## config.mk

```make
export PLATFORM = sky130hd
export DESIGN_NAME = btsm_ram
export DESIGN_NICKNAME = d
export VERILOG_FILES = /design/src/btsm_ram.sv
export SDC_FILE = /design/constraint.sdc
export NUM_CORES = 1
export LEC_CHECK = 0
export ABC_AREA = 1
export BUFFER_PORTS_ARGS = -buffer_cell sky130_fd_sc_hd__buf_2
export CAP_MARGIN = 10
export CORE_ASPECT_RATIO = 1.4
export CORE_UTILIZATION = 41
export DETAILED_ROUTE_END_ITERATION = 8
export GPL_TIMING_DRIVEN = 0
export SYNTH_ARGS = -nofsm -noshare
export SYNTH_HDL_FRONTEND = slang
export SYNTH_SLANG_ARGS = --single-unit
```

## constraint.sdc

```tcl
create_clock -name clk_i -period 1.35 [get_ports clk_i]
set_clock_uncertainty 0.1 [all_clocks]
set_input_delay 0.135 -clock clk_i [delete_from_list [all_inputs] [get_ports clk_i]]
set_output_delay 0.135 -clock clk_i [all_outputs]
set_load 0.02 [all_outputs]
```

## src/btsm_ram.sv

```systemverilog
// ----------------------------------------------------------------------------
// btsm_ram
// Simple dual-port RAM: one write port, one read port with registered data.
// ----------------------------------------------------------------------------
module btsm_ram #(
  parameter int Width = 1,
  parameter int Depth = 64
) (
  input  logic                     clk_i,
  input  logic                     we_i,
  input  logic [$clog2(Depth)-1:0] waddr_i,
  input  logic [Width-1:0]         wdata_i,
  input  logic [$clog2(Depth)-1:0] raddr_i,
  output logic [Width-1:0]         rdata_o
);

  logic [Width-1:0] mem_q [Depth];
  logic [Width-1:0] rdata_q;

  always_ff @(posedge clk_i) begin
    if (we_i) begin
      mem_q[waddr_i] <= wdata_i;
    end
    rdata_q <= mem_q[raddr_i];
  end

  assign rdata_o = rdata_q;

endmodule

```

==> results of run 1 <==
## how the worst min path moves through the flow
stage / slack, ps / depth (start not counted) / end / start
detailed placement: 280 / 3 / rdata_o / raddr_i[5]
CTS: 10 / 4 / rdata_o / raddr_i[4]
global placement: 280 / 3 / rdata_o / raddr_i[5]
finish: 20 / 4 / rdata_o / raddr_i[4]
floorplan: 130 / 0 / mem_q[0] / wdata_i
global route: 50 / 4 / rdata_o / raddr_i[4]
## what timing repair did
| item | 4_1_cts | 5_1_grt |
|---|---|---|
| hold buffers | 1 | 0 |
| resized for setup | 0 | 1 |
| endpoints found under the setup margin | 0 | 2 |
| hold endpoints to repair | 1 | 0 |
## report_power, final
part           switching [W]  internal, W  total, W
clock               0.000748      0.00103   0.00178
sequential        0.00000355      0.00223   0.00224
combinational       0.000251     0.000103  0.000354
total                0.00100      0.00336   0.00437
## sequential cells by signal (all words and copies together) (netlist names)
signal and cells:
rdata_o 1, mem_q 64
## metrics by stage
stage / setup WS [ps] / area, um2
floorplan: 216 / 3050
global placement: -226 / 3220
detailed placement: -257 / 3220
CTS: 119 / 3440
global route: 8.47 / 3440
finish: 120 / 3440
## synthesized netlist by cell type
cell,instances,share of area
buf_4,3,0.0074
nor4_1,4,0.0082
inv_1,14,0.017
nand4_1,5,0.010
nor3_1,4,0.0066
inv_6,1,0.0029
dfxtp_1,1,0.0066
inv_2,1,0.0012
buf_2,3,0.0049
buf_6,6,0.022
edfxtp_1,64,0.63
nor2_1,61,0.075
nand3_1,61,0.10
nand2_1,86,0.11
## final cells by class
class,instances,area (um2),share of cell area
sequential,65,1940,0.564
clock buffer,10,128,0.0371
multi-input combinational,221,936,0.272
timing repair buffer,12,65.1,0.0189
tap,95,119,0.0345
inverter,16,65.1,0.0189
buffer,12,105,0.0305
clock inverter,6,82.6,0.0240
## kinds of logic (layout without fill, tap and decap cells)
family	Yosys count	count (layout)	share of synthesized area
buffers and inverters	28	56	0.0559
flip-flops	65	65	0.638
AND/OR/NAND/NOR	221	221	0.306
## worst min-delay path, delay by kind of cell
kind | cells | cell delay [ps]
and+or+nand+nor | 3 | 190
buffers and inverters | 1 | 110
## metal layers
| layer | track usage | vias up | wire, um |
|---|---|---|---|
| li1 | - | 1115 | - |
| met1 | 0.273 | 1080 | 2920 |
| met2 | 0.351 | 68 | 3860 |
| met3 | 0.0368 | 12 | 454 |
| met4 | 0.108 | 0 | 182 |
| met5 | 0 | - | 0 |
==> flow_summary_export.csv, run 1 <==
group,metric,value,unit
status,status,"finished clean",
clock_tree,cts_buffer_depth,2,
synthesis,syn_nets,329,
synthesis,ys.warnings.count,0,
sta,tightest_slew,975,ps
sta,finalCriticalPeriod,1230,ps
floorplanning,die_h,104,um
clock_tree,htree_levels,3,
clock_tree,clk_pin_slew_worst_paths,70,ps
cells_and_area,final_util,0.487,
pwr,power.leakage,1.25,nW
worst_setup_path,end_kind,"register",
hold_path,hp-class,"primary input to register",
synthesis,ys_ff_latch,65,
sta,relSlewSlack,0.350,
pwr,vdd_ir_drop_max,638,uV
worst_setup_path,start_kind,"primary input",
grt,grt_max_degree,65,
synthesis,syn_area_per_cell,9.70,um2
sta,max_freq,813,MHz
route,first_pass_iters,4,
floorplanning,coreArea,0.00707,mm2
worst_setup_path,cp.arrival,1180,ps
sta,period_share,0.911,
cells_and_area,layout_commonest_cell,"nand2_1",
worst_setup_path,crit_chain,"buf_2, inv_1, nand4_1, nor2_1",
clock_tree,cts_tree,"built",
worst_setup_path,cp.required,1300,ps
synthesis,ys_types,14,
placement,gp_congestion,0.845,
route,viasPerCell,5.21,
placement,dp_hpwl,4660,um
grt,grt_antenna_before_repair,0,
pwr,total_power,0.00437,W
worst_setup_path,critical-path-top-delay-family,"simple AND/OR/NAND/NOR gates",
cells_and_area,drive_above_1_share,0.120,
worst_setup_path,rrSetupSlack,140,ps
floorplanning,placementRows,36,
grt,groute.usage.overall,0.217,
grt,grt_overflow,0,
worst_setup_path,path_max_fanout,7,
cells_and_area,finalNonFillerCells,437,
cells_and_area,fill_cells,694,
worst_setup_path,crit_type,"primary input to register",
worst_setup_path,crit_start,"waddr_i[1]",
sta,setup_viol,0,
route,antenna_left,0,
sta,setup_tns,0,ps
placement,dp.cells,420,
cells_and_area,nets,352,
job,maxCapViolations,0,
synthesis,synth_seq_area_share,0.638,
route,wl,7420,um
worst_setup_path,worstSetupEndpoint,"mem_q[60]",
sta,grt_setup_unrepaired,"no",
route,drtIter0Drc,164,
worst_setup_path,cpPeakStageDelay,480,ps
cells_and_area,syn_to_final_growth,13.0,%
sta,hold_viol,0,
placement,io_buffers,11,
cells_and_area,antenna_cells,0,
worst_setup_path,cp_num_cells,4,
floorplanning,die-area,0.00778,mm2
cells_and_area,final_cell_mix,"nand2_1 (85), edfxtp_1 (64), nor2_1 (61), nand3_1 (61)",
worst_setup_path,timing.rr.end,"rdata_o",
floorplanning,ios,16,
worst_setup_path,slowest_stage,"nand4_1",
worst_setup_path,rr_worst_depth,8,
pwr,powerDensity,1270,mW/mm2
grt,grt_pass1_vias,2164,
floorplanning,start_util,0.431,
worst_setup_path,reg2reg_from,"mem_q[55]",
route,post-route-drc-count,0,
clock_tree,post_cts_buffers,0,
route,via_count,2275,
worst_setup_path,crit_buf_inv,2,
synthesis,syn_inst,314,
route,drt-wirelength-per-cell,17.0,um
clock_tree,cts_sinks,65,
clock_tree,clk_latency,350,ps
sta,whs,19.8,ps
floorplanning,die_w,74.8,um
synthesis,netlist_area,0.00305,mm2
grt,grt_pass1_wl,11700,um
sta,slew_violations,0,
clock_tree,cts_root_buf,"clkbuf_8",
clock_tree,cts_buffers,9,
Power figures use the tool's default switching activity.
==> run 2, diff against run 1 <==
- GPL_TIMING_DRIVEN: 0 -> unset
==> run 2 against run 1 <==
Utilization is 0.83 points higher. Sequential share of layout area fell by 0.95 points. Non-clock buffer count increased by 16. First-iteration DRC count shrank 33%. Flip-flop and latch count did not move. Clock power is 24% lower. Maximum frequency up 2.2%. Critical path depth increased by 4. Routed wire length is 3.9% lower.
==> flow_summary_export.csv, run 2 (synthesis results as in run 1) <==
group,metric,value,unit
cells_and_area,nets,368,
route,first_pass_iters,4,
sta,relSlewSlack,0.324,
clock_tree,cts_sinks,65,
clock_tree,cts_buffer_depth,2,
placement,dp_hpwl,4670,um
route,post-route-drc-count,0,
route,antenna_left,0,
pwr,vdd_ir_drop_max,767,uV
route,wl,7130,um
pwr,power.leakage,1.29,nW
clock_tree,clk_latency,340,ps
sta,hold_viol,0,
clock_tree,cts_tree,"built",
floorplanning,coreArea,0.00707,mm2
sta,fin_ws,146,ps
placement,place_area,0.00334,mm2
sta,period_share,0.892,
worst_setup_path,end_kind,"register",
clock_tree,clk_pin_slew_worst_paths,70,ps
floorplanning,ios,16,
hold_path,hp-class,"primary input to register",
sta,tightest_slew,1010,ps
grt,grt_max_degree,65,
placement,gp_congestion,0.835,
route,via_count,2361,
grt,grt_antenna_before_repair,0,
grt,grt_overflow,0,
cells_and_area,top_register,"mem_q",
clock_tree,htree_levels,3,
floorplanning,die_h,104,um
sta,finalCriticalPeriod,1200,ps
worst_setup_path,cp.arrival,1340,ps
cells_and_area,final_cell_mix,"nand2_1 (86), edfxtp_1 (64), nor2_1 (61), nand3_1 (61), buf_4 (22)",
job,maxCapViolations,0,
sta,max_freq,831,MHz
cells_and_area,layout_commonest_cell,"nand2_1",
grt,groute.usage.overall,0.202,
floorplanning,die_w,74.8,um
worst_setup_path,path_max_fanout,1,
floorplanning,placementRows,36,
cells_and_area,final_util,0.495,
sta,whs,35.4,ps
worst_setup_path,crit_buf_inv,0,
pwr,powerDensity,1130,mW/mm2
sta,slew_violations,0,
cells_and_area,antenna_cells,0,
worst_setup_path,slowest_stage,"edfxtp_1",
route,drt-wirelength-per-cell,15.7,um
floorplanning,die-area,0.00778,mm2
worst_setup_path,crit_chain,"nand2_1, nand3_1, nand3_1, nand2_1, nand2_1, nand3_1, nand3_1, nand2_1",
grt,grt_pass1_vias,2283,
sta,setup_viol,0,
clock_tree,cts_buffers,9,
worst_setup_path,start_kind,"register",
placement,pre_cts_ws,-100,ps
worst_setup_path,cpPeakStageDelay,380,ps
route,viasPerCell,5.21,
route,drtIter0Drc,110,
clock_tree,cts_root_buf,"clkbuf_8",
worst_setup_path,cp.required,1480,ps
floorplanning,start_util,0.431,
grt,grt_pass1_wl,11300,um
cells_and_area,drive_above_1_share,0.142,
cells_and_area,largest_reg_flops,64,
sta,grt_setup_unrepaired,"no",
cells_and_area,stdcell_area,0.00350,mm2
placement,io_buffers,15,
cells_and_area,syn_to_final_growth,15.0,%
worst_setup_path,critical-path-top-delay-family,"simple AND/OR/NAND/NOR gates",
status,status,"finished clean",
worst_setup_path,crit_type,"register to register",
-- run 2: cell type report --
class,count,area (um2)
inverters,16,65.1
multi-input cells,221,933
well taps,95,119
repair buffers,40,290
fillers,697,3570
clock inverters,1,5.00
clock buffers,15,146
flip-flops and latches,65,1940
-- run 2: routing by layer --
| metal | global-route usage | wire [um] |
|---|---|---|
| met1 | 0.255 | 3070 |
| met2 | 0.332 | 3640 |
| met3 | 0.0281 | 244 |
| met4 | 0.0984 | 175 |
| met5 | 0 | 0 |
-- run 2: report_power, final --
part | internal [W] | switching [W]
Clock | 0.000669 | 0.000680
Sequential | 0.00223 | 0.00000376
Combinational | 0.000124 | 0.000248
Total | 0.00303 | 0.000932
-- run 2: final timing paths --
| path | from | endpoint | slack [ps] | cells after the start |
|---|---|---|---|---|
| setup / recovery | mem_q[35] | rdata_o | 150 | 8 |
| hold / removal | raddr_i[4] | rdata_o | 40 | 4 |
| setup reg to reg | mem_q[35] | rdata_o | 150 | 8 |
| hold reg to reg | mem_q[44] | rdata_o | 720 | 8 |
-- run 2: what timing repair did --
| action | in CTS | in global routing |
|---|---|---|
| setup buffers | 0 | 0 |
| resized for setup | 0 | 0 |
| endpoints found under the hold margin | 1 | 0 |
| setup endpoints to repair | 0 | 0 |
| hold buffers | 1 | 0 |
-- run 2: worst register-to-register path, delay by kind of cell (launching register included) --
| kind | cells | cell delay (ps) |
|---|---|---|
| flops | 1 | 380 |
| simple gates | 8 | 630 |
-- run 2: metrics by stage --
| stage | std cells | TNS, ps | power (W) |
|---|---|---|---|
| 2_1_floorplan | 314 | 0 | 0.00249 |
| 4_1_cts | 453 | 0 | 0.00398 |
| 6_report | 453 | 0 | 0.00396 |
| 5_1_grt | 453 | 0 | 0.00410 |
| 3_3_place_gp | 436 | -1020 | 0.00264 |
| 3_5_place_dp | 436 | -1400 | 0.00265 |
==> run 3, diff against run 2 <==
- CORE_MARGIN: unset -> 4
==> run 3 against run 2 <==
Via count fell by 2.0%. Sequential share of layout area down 1.5 points. Cell count increased by 1.1%. Combinational power up 3%. Total power rose by 8.7%. Maximum frequency fell by 0.23%. Routed wire length is 3.6% lower. First-iteration DRC count increased by 76%. Global-route usage shrank 2.8 points. Largest cell class unchanged.
==> flow_summary_export.csv, run 3 (synthesis results as in run 1) <==
group,metric,value,unit
status,status,"finished clean",
floorplanning,start_util,0.428,
pwr,power.internal,0.00337,W
placement,dp_hpwl,4540,um
clock_tree,clk_latency,340,ps
sta,fin_ws,143,ps
floorplanning,die_h,110,um
floorplanning,die_w,80.8,um
placement,place_area,0.00339,mm2
grt,grt_pass1_vias,2170,
route,first_pass_iters,4,
pwr,p_sw,0.000933,W
grt,grt_pass1_wl,11200,um
clock_tree,cts_buffers,9,
clock_tree,post_cts_buffers,0,
floorplanning,die-area,0.00889,mm2
clock_tree,cts_tree,"built",
sta,slew_violations,0,
worst_setup_path,end_kind,"register",
hold_path,hp-class,"primary input to register",
pwr,vdd_ir_drop_max,1090,uV
worst_setup_path,path_max_fanout,1,
sta,tightest_slew,954,ps
route,wl,6870,um
sta,finalCriticalPeriod,1210,ps
clock_tree,cts_root_buf,"clkbuf_8",
pwr,swShare,0.217,
clock_tree,cts_sinks,65,
cells_and_area,layout_commonest_cell,"nand2_1",
route,post-route-drc-count,0,
pwr,clock_power_share,0.391,
cells_and_area,syn_to_final_growth,18.2,%
cells_and_area,drive_above_1_share,0.165,
sta,grt_setup_unrepaired,"no",
sta,setup_viol,0,
cells_and_area,antenna_cells,0,
clock_tree,htree_levels,3,
worst_setup_path,start_kind,"register",
cells_and_area,stdcell_area,0.00360,mm2
clock_tree,clk_pin_slew_worst_paths,60,ps
cells_and_area,nets,375,
route,viasPerCell,5.05,
grt,grt_antenna_before_repair,0,
floorplanning,coreArea,0.00712,mm2
route,via_count,2313,
placement,gp_congestion,0.882,
placement,io_buffers,15,
clock_tree,hold_buffers,1,
route,drt-wirelength-per-cell,15.0,um
route,drtIter0Drc,194,
floorplanning,placementRows,36,
grt,grt_max_degree,65,
route,antenna_left,0,
sta,whs,40.3,ps
clock_tree,cts_buffer_depth,2,
job,maxCapViolations,0,
worst_setup_path,crit_type,"register to register",
placement,pre_cts_ws,-52.8,ps
cells_and_area,final_cell_mix,"nand2_1 (86), edfxtp_1 (64), nor2_1 (61), nand3_1 (61), buf_4 (29)",
sta,period_share,0.894,
grt,grt_overflow,0,
floorplanning,ios,16,
clock_tree,cts_resized,0,
pwr,pwr-share-seq,0.520,
grt,groute.usage.overall,0.174,
pwr,total_power,0.00430,W
sta,max_freq,829,MHz
pwr,power_frac_comb,0.090,
cells_and_area,top_register,"mem_q",
sta,hold_viol,0,
pwr,powerDensity,1200,mW/mm2
worst_setup_path,cp.required,1480,ps
sta,relSlewSlack,0.364,
pwr,power.leakage,1.35,nW
cells_and_area,largest_reg_flops,64,
worst_setup_path,cp.arrival,1340,ps
[run 3: cell count changes in the layout (fill, tap and decap cells not counted), sizes merged]
cell    delta
clkinv     +2
bufinv     +2
clkbuf     -6
buf        +7
[run 3: final cells by class]
class	count	area (um2)
fill	697	3520
sequential	65	1940
multi-input combinational	221	933
timing repair buffer	47	343
clock buffer	9	124
tap	95	119
clock inverter	5	72.6
inverter	16	65.1
[run 3: routing by layer]
layer	vias to the layer above	global-route usage	wire length, um
li1	1157	-	-
met1	1098	0.221	2870
met2	47	0.291	3620
met3	11	0.0366	250
met4	0	0.0628	129
met5	-	0	0
[run 3: critical path, stage by stage, from the launching register on]
cell and delay (ps):
edfxtp_1 370, nand2_1 80, nand3_1 60, nand3_1 100
nand2_1 100, nand2_1 90, nand3_1 80, nand3_1 90
nand2_1 50
[run 3: metrics by stage]
stage / TNS, ps / util / cells
after global placement: -92.7 / 0.477 / 443
final: 0 / 0.506 / 458
after global routing: 0 / 0.506 / 458
after CTS: 0 / 0.506 / 458
after floorplan: 0 / - / 314
after detailed placement: -461 / 0.477 / 443
[run 3: path summary, 6_finish.rpt]
check | end | slack, ps | startpoint | depth (start not counted)
setup / recovery | rdata_o | 140 | mem_q[54] | 8
hold / removal | mem_q[34] | 40 | waddr_i[0] | 2
setup reg to reg | rdata_o | 140 | mem_q[54] | 8
hold reg to reg | rdata_o | 710 | mem_q[56] | 8
[run 3: power groups by stage]
stage	Combinational (W)	Sequential (W)	Clock [W]
global placement	0.000376	0.00228	0
detailed placement	0.000384	0.00228	0
CTS	0.000388	0.00224	0.00171
floorplan	0.000204	0.00228	0
global route	0.000434	0.00224	0.00180
finish	0.000385	0.00224	0.00168
